## config.mk

```make
export PLATFORM = sky130hd
export DESIGN_NAME = sorted_timer_queue
export DESIGN_NICKNAME = d
export VERILOG_FILES = /design/src/hdl/stq_pkg.sv /design/src/hdl/stq_cell.sv /design/src/hdl/sorted_timer_queue.sv
export SDC_FILE = /design/constraint.sdc
export NUM_CORES = 2
export LEC_CHECK = 0
export ABC_CLOCK_PERIOD_IN_PS = 15450
export BUFFER_PORTS_ARGS = -buffer_cell sky130_fd_sc_hd__buf_2
export CAP_MARGIN = 25
export CORE_UTILIZATION = 55
export CTS_CLUSTER_DIAMETER = 50
export DETAILED_ROUTE_END_ITERATION = 10
export GPL_ROUTABILITY_DRIVEN = 1
export PLACE_DENSITY = 0.71
export SETUP_SLACK_MARGIN = 0.02
export SLEW_MARGIN = 15
export SYNTH_ARGS = -nofsm -noshare
export SYNTH_HDL_FRONTEND = slang
export SYNTH_SLANG_ARGS = --single-unit
```

## constraint.sdc

```tcl
create_clock -name clk -period 15.45 [get_ports clk]
set_input_delay 0 -clock clk [delete_from_list [all_inputs] [get_ports clk]]
set_output_delay 0 -clock clk [all_outputs]
set_load 0.01 [all_outputs]
```

## src/hdl/stq_pkg.sv

```systemverilog
// ----------------------------------------------------------------------------
// Sorted timer queue package
// Shared types and constants for the sorted timer queue and its cells.
// ----------------------------------------------------------------------------
package stq_pkg;

  localparam int CAPACITY_DEF  = 16;
  localparam int TIME_BITS_DEF = 32;
  localparam int HANDLE_W      = 16;
  localparam int MAX_RESULTS   = 16;
  localparam int POP_CNT_W     = $clog2(MAX_RESULTS);

  typedef enum logic [1:0] {
    KIND_ADD    = 2'd0,
    KIND_ADJUST = 2'd1,
    KIND_DELETE = 2'd2,
    KIND_TICK   = 2'd3
  } kind_t;

  typedef enum logic [2:0] {
    ST_DONE      = 3'd0,
    ST_FULL      = 3'd1,
    ST_NOT_FOUND = 3'd2,
    ST_DUPLICATE = 3'd3,
    ST_EXPIRED   = 3'd4,
    ST_NONE      = 3'd5
  } status_t;

  typedef enum logic [2:0] {
    CELL_HOLD,
    CELL_CLEAR,
    CELL_SCAN,
    CELL_INSERT,
    CELL_REMOVE,
    CELL_POP
  } cell_op_t;

  typedef enum logic [2:0] {
    S_IDLE,
    S_SCAN,
    S_EXEC,
    S_INS,
    S_RESP,
    S_POP
  } state_t;

  typedef struct packed {
    cell_op_t              op;
    logic [HANDLE_W-1:0]   key_handle;
  } cell_ctrl_t;

endpackage

```

## src/hdl/stq_cell.sv

```systemverilog
// ----------------------------------------------------------------------------
// Sorted timer queue cell
// Holds one timer and trades it with its neighbors on insert, remove and pop.
// ----------------------------------------------------------------------------
module stq_cell import stq_pkg::*; #(
  parameter int TIME_BITS = TIME_BITS_DEF
) (
  input  logic                 clk,
  input  logic                 rst_n,
  input  cell_ctrl_t           ctrl,
  input  logic [TIME_BITS-1:0] key_time,
  input  logic [HANDLE_W-1:0]  left_handle,
  input  logic [TIME_BITS-1:0] left_time,
  input  logic                 left_valid,
  input  logic                 left_hit,
  input  logic                 left_gt,
  input  logic [HANDLE_W-1:0]  right_handle,
  input  logic [TIME_BITS-1:0] right_time,
  input  logic                 right_valid,
  output logic [HANDLE_W-1:0]  handle,
  output logic [TIME_BITS-1:0] expiry,
  output logic                 valid,
  output logic                 hit,
  output logic                 gt
);

  logic [HANDLE_W-1:0]  handle_r, handle_nxt;
  logic [TIME_BITS-1:0] expiry_r, expiry_nxt;
  logic                 valid_r, valid_nxt;
  logic                 hit_r, hit_nxt;

  // A cell is "greater" when it is empty or expires after the key time.
  assign gt     = !valid_r || (expiry_r > key_time);
  assign handle = handle_r;
  assign expiry = expiry_r;
  assign valid  = valid_r;
  assign hit    = hit_r;

  always_comb begin
    handle_nxt = handle_r;
    expiry_nxt = expiry_r;
    valid_nxt  = valid_r;
    hit_nxt    = hit_r;
    unique case (ctrl.op)
      CELL_HOLD: begin
      end
      CELL_CLEAR: begin
        hit_nxt = 1'b0;
      end
      CELL_SCAN: begin
        hit_nxt = left_hit || (valid_r && (handle_r == ctrl.key_handle));
      end
      CELL_INSERT: begin
        if (gt && left_gt) begin
          handle_nxt = left_handle;
          expiry_nxt = left_time;
          valid_nxt  = left_valid;
        end else if (gt) begin
          handle_nxt = ctrl.key_handle;
          expiry_nxt = key_time;
          valid_nxt  = 1'b1;
        end
      end
      CELL_REMOVE: begin
        if (hit_r) begin
          handle_nxt = right_handle;
          expiry_nxt = right_time;
          valid_nxt  = right_valid;
        end
      end
      CELL_POP: begin
        handle_nxt = right_handle;
        expiry_nxt = right_time;
        valid_nxt  = right_valid;
      end
      default: begin
      end
    endcase
  end

  always_ff @(posedge clk) begin
    if (!rst_n) begin
      valid_r <= 1'b0;
      hit_r   <= 1'b0;
    end else begin
      valid_r <= valid_nxt;
      hit_r   <= hit_nxt;
    end
  end

  always_ff @(posedge clk) begin
    handle_r <= handle_nxt;
    expiry_r <= expiry_nxt;
  end

endmodule

```

## src/hdl/sorted_timer_queue.sv

```systemverilog
// ----------------------------------------------------------------------------
// Sorted timer queue
// A row of cells keeping timers in ascending expiry order, with a sequencer.
// ----------------------------------------------------------------------------
// Timers sit in a row of CAPACITY cells, earliest first. Add, adjust and
// delete first walk a handle search down the row, one cell per cycle, then
// act on the row and give the result; adjust adds an insert step after the
// remove. A tick pops one due timer per cycle from the head while the output
// is free to take it. One item is worked on at a time; a result may wait in
// the output register while the next word is accepted.
module sorted_timer_queue import stq_pkg::*; #(
  parameter int CAPACITY  = CAPACITY_DEF,
  parameter int TIME_BITS = TIME_BITS_DEF
) (
  input  logic        clk,
  input  logic        rst_n,
  input  logic        in_tvalid,
  output logic        in_tready,
  input  logic [79:0] in_tdata,   // handle[15:0], expire_time[47:16], now_time[79:48]
  input  logic [1:0]  in_tuser,   // kind[1:0]
  output logic        out_tvalid,
  input  logic        out_tready,
  output logic [23:0] out_tdata,  // status[2:0], expired_handle[18:3], zero[23:19]
  output logic        out_tlast
);

  localparam int CNT_W = $clog2(CAPACITY);

  state_t               state_r, state_nxt;
  kind_t                kind_r;
  logic [HANDLE_W-1:0]  handle_r;
  logic [TIME_BITS-1:0] exp_r;
  logic [TIME_BITS-1:0] now_r;
  logic [CNT_W-1:0]     cnt_r;
  logic [POP_CNT_W-1:0] pop_cnt_r;
  status_t              status_r, status_nxt;

  logic                 out_tvalid_r;
  status_t              out_status_r;
  logic [HANDLE_W-1:0]  out_handle_r;
  logic                 out_last_r;

  logic                 out_load;
  status_t              out_status_nxt;
  logic [HANDLE_W-1:0]  out_handle_nxt;
  logic                 out_last_nxt;
  logic                 pop_inc;

  logic                 in_fire, out_free, found, full, due0, due1;
  cell_ctrl_t           ctrl;

  logic [HANDLE_W-1:0]  cell_handle [CAPACITY];
  logic [TIME_BITS-1:0] cell_exp    [CAPACITY];
  logic [CAPACITY-1:0]  cell_valid, cell_hit, cell_gt;

  assign in_tready = (state_r == S_IDLE);
  assign in_fire   = in_tvalid && in_tready;
  assign out_free  = !out_tvalid_r || out_tready;
  assign found     = cell_hit[CAPACITY-1];
  assign full      = cell_valid[CAPACITY-1];
  assign due0      = cell_valid[0] && (cell_exp[0] <= now_r);
  assign due1      = cell_valid[1] && (cell_exp[1] <= now_r);

  for (genvar i = 0; i < CAPACITY; i++) begin : g_cell
    logic [HANDLE_W-1:0]  l_handle, r_handle;
    logic [TIME_BITS-1:0] l_time, r_time;
    logic                 l_valid, l_hit, l_gt, r_valid;
    if (i == 0) begin : g_first
      assign l_handle = '0;
      assign l_time   = '0;
      assign l_valid  = 1'b0;
      assign l_hit    = 1'b0;
      assign l_gt     = 1'b0;
    end else begin : g_mid
      assign l_handle = cell_handle[i-1];
      assign l_time   = cell_exp[i-1];
      assign l_valid  = cell_valid[i-1];
      assign l_hit    = cell_hit[i-1];
      assign l_gt     = cell_gt[i-1];
    end
    if (i == CAPACITY - 1) begin : g_last
      assign r_handle = '0;
      assign r_time   = '0;
      assign r_valid  = 1'b0;
    end else begin : g_inner
      assign r_handle = cell_handle[i+1];
      assign r_time   = cell_exp[i+1];
      assign r_valid  = cell_valid[i+1];
    end
    stq_cell #(.TIME_BITS(TIME_BITS)) u_cell (
      .clk          (clk),
      .rst_n        (rst_n),
      .ctrl         (ctrl),
      .key_time     (exp_r),
      .left_handle  (l_handle),
      .left_time    (l_time),
      .left_valid   (l_valid),
      .left_hit     (l_hit),
      .left_gt      (l_gt),
      .right_handle (r_handle),
      .right_time   (r_time),
      .right_valid  (r_valid),
      .handle       (cell_handle[i]),
      .expiry       (cell_exp[i]),
      .valid        (cell_valid[i]),
      .hit          (cell_hit[i]),
      .gt           (cell_gt[i])
    );
  end

  always_comb begin
    state_nxt = state_r;
    unique case (state_r)
      S_IDLE: begin
        if (in_fire) begin
          state_nxt = (kind_t'(in_tuser) == KIND_TICK) ? S_POP : S_SCAN;
        end
      end
      S_SCAN: begin
        if (cnt_r == CNT_W'(CAPACITY - 1)) begin
          state_nxt = S_EXEC;
        end
      end
      S_EXEC: begin
        state_nxt = (kind_r == KIND_ADJUST && found) ? S_INS : S_RESP;
      end
      S_INS: begin
        state_nxt = S_RESP;
      end
      S_RESP: begin
        if (out_free) begin
          state_nxt = S_IDLE;
        end
      end
      S_POP: begin
        if (out_free && out_last_nxt) begin
          state_nxt = S_IDLE;
        end
      end
      default: begin
        state_nxt = S_IDLE;
      end
    endcase
  end

  always_comb begin
    ctrl.op         = CELL_HOLD;
    ctrl.key_handle = handle_r;
    status_nxt      = status_r;
    out_load        = 1'b0;
    out_status_nxt  = status_r;
    out_handle_nxt  = '0;
    out_last_nxt    = 1'b1;
    pop_inc         = 1'b0;
    unique case (state_r)
      S_IDLE: begin
        ctrl.op = CELL_CLEAR;
      end
      S_SCAN: begin
        ctrl.op = CELL_SCAN;
      end
      S_EXEC: begin
        priority case (kind_r)
          KIND_ADD: begin
            if (found) begin
              status_nxt = ST_DUPLICATE;
            end else if (full) begin
              status_nxt = ST_FULL;
            end else begin
              ctrl.op    = CELL_INSERT;
              status_nxt = ST_DONE;
            end
          end
          default: begin
            if (!found) begin
              status_nxt = ST_NOT_FOUND;
            end else begin
              ctrl.op    = CELL_REMOVE;
              status_nxt = ST_DONE;
            end
          end
        endcase
      end
      S_INS: begin
        ctrl.op    = CELL_INSERT;
        status_nxt = ST_DONE;
      end
      S_RESP: begin
        out_load = out_free;
      end
      S_POP: begin
        out_load = out_free;
        if (due0) begin
          out_status_nxt = ST_EXPIRED;
          out_handle_nxt = cell_handle[0];
          out_last_nxt   = (pop_cnt_r == POP_CNT_W'(MAX_RESULTS - 1)) || !due1;
          if (out_free) begin
            ctrl.op = CELL_POP;
            pop_inc = 1'b1;
          end
        end else begin
          out_status_nxt = ST_NONE;
        end
      end
      default: begin
      end
    endcase
  end

  always_ff @(posedge clk) begin
    if (!rst_n) begin
      state_r      <= S_IDLE;
      out_tvalid_r <= 1'b0;
      cnt_r        <= '0;
      pop_cnt_r    <= '0;
    end else begin
      state_r <= state_nxt;
      if (out_load) begin
        out_tvalid_r <= 1'b1;
      end else if (out_tready) begin
        out_tvalid_r <= 1'b0;
      end
      if (state_r == S_SCAN) begin
        cnt_r <= cnt_r + 1'b1;
      end else begin
        cnt_r <= '0;
      end
      if (in_fire) begin
        pop_cnt_r <= '0;
      end else if (pop_inc) begin
        pop_cnt_r <= pop_cnt_r + 1'b1;
      end
    end
  end

  always_ff @(posedge clk) begin
    status_r <= status_nxt;
    if (in_fire) begin
      kind_r   <= kind_t'(in_tuser);
      handle_r <= in_tdata[15:0];
      exp_r    <= TIME_BITS'(in_tdata[47:16]);
      now_r    <= TIME_BITS'(in_tdata[79:48]);
    end
    if (out_load) begin
      out_status_r <= out_status_nxt;
      out_handle_r <= out_handle_nxt;
      out_last_r   <= out_last_nxt;
    end
  end

  assign out_tvalid = out_tvalid_r;
  assign out_tdata  = {5'd0, out_handle_r, out_status_r};
  assign out_tlast  = out_last_r;

`ifndef NO_ASSERTIONS
  a_valid_packed: assert property (@(posedge clk) disable iff (!rst_n)
    (cell_valid[CAPACITY-1:1] & ~cell_valid[CAPACITY-2:0]) == '0)
    else $error("occupied cells are not contiguous from the head");

  a_head_sorted: assert property (@(posedge clk) disable iff (!rst_n)
    cell_valid[1] |-> (cell_exp[0] <= cell_exp[1]))
    else $error("head cells out of expiry order");

  a_insert_room: assert property (@(posedge clk) disable iff (!rst_n)
    (ctrl.op == CELL_INSERT) |-> !cell_valid[CAPACITY-1])
    else $error("insert into a full row");

  a_pop_due: assert property (@(posedge clk) disable iff (!rst_n)
    (ctrl.op == CELL_POP) |=> (out_tvalid && out_tdata[2:0] == ST_EXPIRED))
    else $error("pop without an expired result");
`endif

endmodule
```

==> metrics.md <==
| Metric | Value |
|---|---|
| Run status | `complete, no violations` |
| Worst r2r dst | `g_cell[9].u_cell.expiry[10]$_DFFE_PP_` |
| Switching part of the total power | `about 27%` |
| Number of placed I/O pins | `between 100 and 150` |
| Leakage dissipation | `26.26 nW` |
| Fin Setup TNS | `0 ps` |
| Deepest level of the CTS H-tree | `4` |
| Total routing usage reported by global routing | `a little under a third` |
| Final setup skew | `roughly 23 ps` |
| Number of global-route vias before repair | `just under 50000` |
| P_int | `5.198 mW` |
| Part of the Yosys area used for sequential elements | `between 40% and 50%` |
| Family with the most delay on the worst path | `buffers and inverters` |
| CTS Sinks | `916` |
| Maximum achievable frequency | `around 160 MHz` |
| Synth top area share | `42.85%` |
| Period Utilization, post-route | `between 40% and 50%` |
| Hold violation total from the final report | `0` |
| Routed wire per std cell | `between 20 and 25 um` |
| Reg2Reg Depth | `12` |
| Placer's final routability congestion estimate | `around 0.91` |
| Synthesized netlist cell count | `between 6000 and 7000` |
| Setup repair after global routing missed its margin | `no` |
| Critical Path Max Stage Delay | `940 ps` |
| Part of the total power dissipated in the clock network | `between 40% and 50%` |
| Routed via count | `roughly 52000` |
| Post-synthesis to final-layout area growth | `12.03%` |
| Crit path top cell by count | `sky130_fd_sc_hd__buf_4` |
| Post-route DRC | `0` |
| Worst endpoint required time | `15870 ps` |
| Full die area | `about 0.11 sq mm` |
| Hold EP | `now_r[23]$_DFFE_PP_` |
| Sequential cell fraction of total power | `41.9%` |
| Placed wire-length estimate after detailed placement | `about 120 mm` |
| Core region area | `0.1095 sq mm` |
| Detailed-route vias per instance | `~6.5` |
| Area after detailed placement | `approximately 0.062 sq mm` |
| Element type at the critical path start | `register` |
| Initial DRT Pass Iterations | `6` |
| Antenna diode instance count | `0` |
| Top cell type by total area after synthesis | `sky130_fd_sc_hd__edfxtp_1` |
| Worst setup margin | `approximately 9100 ps` |
| Portion of total power attributed to combinational logic | `~15%` |
| Starting density of the core | `approximately 56%` |
| Dominant synthesized flop cell | `sky130_fd_sc_hd__edfxtp_1` |
| Net Sw Power | `1.964 mW` |
| Start point of the worst hold path | `in_tdata[71]` |
| EDFF count, synth | `between 800 and 900` |
| Buffers on Ports | `about 110` |
| Slowest stage cell, crit path | `sky130_fd_sc_hd__buf_4` |
| Path class of the lowest-slack min-delay path | `in -> reg` |
| Number of unique standard cell types used by synthesis | `80` |
| Worst Path Arrival | `between 6000 and 7000 ps` |
| WL final | `roughly 180 mm` |
| Wire length of the first global-routing pass | `279.9 mm` |
| Dominant cells by area after synthesis | `sky130_fd_sc_hd__edfxtp_1 (43%), sky130_fd_sc_hd__ha_1 (12%), sky130_fd_sc_hd__a21oi_1 (5.6%)` |
| Max rail drop VDD | `~0.07 mV` |
| Crit path kind | `reg -> reg` |
| Worst Setup Slack post-DPL | `~9300 ps` |
| Worst-Skew Late Latency | `between 700 and 800 ps` |
| Worst R2R Start | `g_cell[0].u_cell.expiry[14]$_DFFE_PP_` |
| CP cell instances | `ha_1 -> nand4_1 -> nor4_1 -> a211o_1 -> o311ai_2 -> buf_4 -> o211ai_4 -> buf_4 -> buf_12 -> buf_4 -> buf_4 -> a31oi_1` |
| Clock tree buffer depth | `3` |
| Relative slew slack | `about 16%` |
| DRC marker count from the first detailed-route iteration | `approximately 6400` |
| Worst setup EP type | `register` |
| Net count reported at finish | `just over 7000` |
| Total of warnings raised by yosys | `0` |
| Grt ovf | `0` |
| Flop2flop setup slack | `just over 9000 ps` |
| Number of rows created at floorplan | `between 100 and 150` |
| Number of buffers inserted during clock tree synthesis | `132` |
| Number of antenna-violating nets in the routed design | `0` |
| Max-cap viol count | `0` |
| Fraction of layout instances using a drive strength above 1 | `about 7.6%` |
| Max-slew violation total from the final report | `0` |
| Antenna violations before repair | `0` |
| Min Clock Period, post-route | `about 6300 ps` |
| Worst Hold Path Cells | `2` |
| Width of the die | `roughly 340 um` |
| FFs w/ async S/R, synth | `0%` |
| Floorplan die height | `approximately 340 um` |
| Largest net degree at the start of global routing | `260` |
| Synth Cell Area | `roughly 0.061 sq mm` |
| Post-synthesis area per instance | `~9.4 sq um` |
| Total of endpoints with negative setup slack in the final report | `0` |
| Utilization of the core after routing | `between 60% and 70%` |
| TritonCTS clock tree | `yes` |
| Non-Filler Cell Area, Final | `0.06846 sq mm` |
| Buffering stage count on the worst path with inverters included | `5` |
| Clock-pin slew reported for the worst setup and hold paths after clock tree synthesis | `approximately 60 ps` |
| Synth Register Bits | `916` |
| Clock root buffer master | `sky130_fd_sc_hd__clkbuf_16` |
| Worst-Margin Slew | `approximately 1300 ps` |
| Critical path fanouts, max | `around 260` |
| Power Density | `~100 mW/mm^2` |
[final cells by class]
type                    count  area (sq um)
clock buffers             158          3622
fillers                  8802         41000
flip-flops and latches    916         27070
multi-input cells        4932         31640
well taps                1476          1847
clock inverters            78         768.2
inverters                  96         360.3
repair buffers            393          3158
[timing repair]
action	CTS	global route
setup buffers	0	0
gates resized for setup	0	0
endpoints found under the hold margin	141	0
hold buffers	165	0
[placed cells by master, fill, tap and decap left out, types with 14 or more instances in the layout]
| cell | n |
|---|---|
| sky130_fd_sc_hd__nor2_4 | 15 |
| sky130_fd_sc_hd__clkbuf_16 | 141 |
| sky130_fd_sc_hd__nor2_1 | 743 |
| sky130_fd_sc_hd__clkbuf_1 | 14 |
| sky130_fd_sc_hd__nand3_1 | 439 |
| sky130_fd_sc_hd__clkinv_2 | 25 |
| sky130_fd_sc_hd__nand4_1 | 131 |
| sky130_fd_sc_hd__buf_4 | 116 |
| sky130_fd_sc_hd__ha_1 | 579 |
| sky130_fd_sc_hd__a21oi_1 | 685 |
| sky130_fd_sc_hd__a211oi_1 | 37 |
| sky130_fd_sc_hd__buf_2 | 107 |
| sky130_fd_sc_hd__dfxtp_1 | 44 |
| sky130_fd_sc_hd__and2_1 | 25 |
| sky130_fd_sc_hd__inv_1 | 95 |
| sky130_fd_sc_hd__nand2_1 | 271 |
| sky130_fd_sc_hd__clkinv_1 | 17 |
| sky130_fd_sc_hd__o21ai_0 | 653 |
| sky130_fd_sc_hd__a21o_1 | 40 |
| sky130_fd_sc_hd__xnor2_1 | 184 |
| sky130_fd_sc_hd__nor2b_1 | 48 |
| sky130_fd_sc_hd__nand2b_1 | 14 |
| sky130_fd_sc_hd__o211ai_1 | 21 |
| sky130_fd_sc_hd__xor2_1 | 78 |
| sky130_fd_sc_hd__mux2i_1 | 148 |
| sky130_fd_sc_hd__nor3_1 | 56 |
| sky130_fd_sc_hd__dlygate4sd3_1 | 165 |
| sky130_fd_sc_hd__o21ai_1 | 31 |
| sky130_fd_sc_hd__a31oi_1 | 482 |
| sky130_fd_sc_hd__nor4_1 | 46 |
| sky130_fd_sc_hd__o221ai_1 | 15 |
| sky130_fd_sc_hd__a21boi_0 | 17 |
| sky130_fd_sc_hd__o21a_1 | 16 |
| sky130_fd_sc_hd__edfxtp_1 | 872 |
| sky130_fd_sc_hd__and4_1 | 23 |
[kinds of logic (layout without fill, tap and decap cells)]
kind of cell,after synthesis,in the layout,share of synthesized area (%)
AO/OA/AOI/OAI,2074,2074,19.11
XOR/XNOR,262,262,3.755
adder cells (fa/ha/maj),579,579,11.85
buffers and inverters,641,725,4.512
flip-flops,916,916,44.29
multiplexers,148,148,2.424
other,1,5,0.006136
AND/OR/NAND/NOR,1864,1864,14.05
[cell usage after synthesis (all sizes together), types with 148 or more instances]
| cell | number |
|---|---|
| ha | 579 |
| nand2 | 274 |
| clkbuf | 329 |
| buf | 216 |
| nor2 | 759 |
| a21oi | 689 |
| mux2i | 148 |
| xnor2 | 184 |
| o21ai | 686 |
| edfxtp | 872 |
| nand3 | 439 |
| a31oi | 486 |
[stage by stage]
step	instances	hold slack, ps	power, mW
global route	8049	7.755	7.398
floorplan	6489	98.87	3.760
detailed placement	7647	178.1	4.088
finish	8049	12.32	7.162
CTS	8048	1.302	7.158
global placement	7647	176.2	4.045
[worst reg2reg max path, delay by kind of cell (launching register included)]
| family | cells | cell delay (ps) |
|---|---|---|
| compound gates | 4 | 770 |
| fa+ha+maj | 1 | 340 |
| buf+inv | 5 | 3800 |
| simple gates | 2 | 680 |
| flops | 1 | 430 |
[worst max-delay path by stage]
stage	from	to	slack (ps)	cells past startpoint
after CTS	g_cell[0].u_cell.expiry[14]$_DFFE_PP_	g_cell[9].u_cell.expiry[10]$_DFFE_PP_	9270	12
after global placement	g_cell[0].u_cell.expiry[14]$_DFFE_PP_	g_cell[9].u_cell.expiry[5]$_DFFE_PP_	9410	12
final	g_cell[0].u_cell.expiry[14]$_DFFE_PP_	g_cell[9].u_cell.expiry[10]$_DFFE_PP_	9140	12
after global routing	g_cell[0].u_cell.expiry[31]$_DFFE_PP_	g_cell[10].u_cell.expiry[30]$_DFFE_PP_	8850	13
after detailed placement	g_cell[0].u_cell.expiry[14]$_DFFE_PP_	g_cell[9].u_cell.expiry[10]$_DFFE_PP_	9310	12
after floorplan	exp_r[31]$_DFFE_PP_	g_cell[14].u_cell.expiry[0]$_DFFE_PP_	10380	11
[layer usage]
metal  up-vias  share of wire, %  routed length [um]  GRT usage, %
met5         -                 0                   0             0
met4         0               3.5                6271         11.96
met3       352               8.7               15690         4.302
met2      2677                45               81740         49.27
met1     24840                42               76040         43.20
li1      24360                 -                   -             -
[flip-flops by register name, summed over array words and instances (netlist names)]
name and flops:
cnt_r 4, g_cell.u_cell.hit 16, out_tvalid 1, now_r 32
pop_cnt_r 4, out_handle_r 16, out_status_r 3, exp_r 32
out_tlast 1, status_r 2, state_r 3, kind_r 2
g_cell.u_cell.handle 256, g_cell.u_cell.expiry 512, g_cell.u_cell.valid 16, handle_r 16
[power by group through the flow]
stage          clock [mW]  combinational (mW)  sequential (mW)
2_1_floorplan           0               0.768             2.99
3_3_place_gp            0                1.01             3.04
3_5_place_dp            0                1.05             3.04
4_1_cts              3.08                1.08             2.99
5_1_grt              3.17                1.22             3.01
6_report             3.06                1.11             3.00
Note: power is estimated with default switching activity, not from simulation.
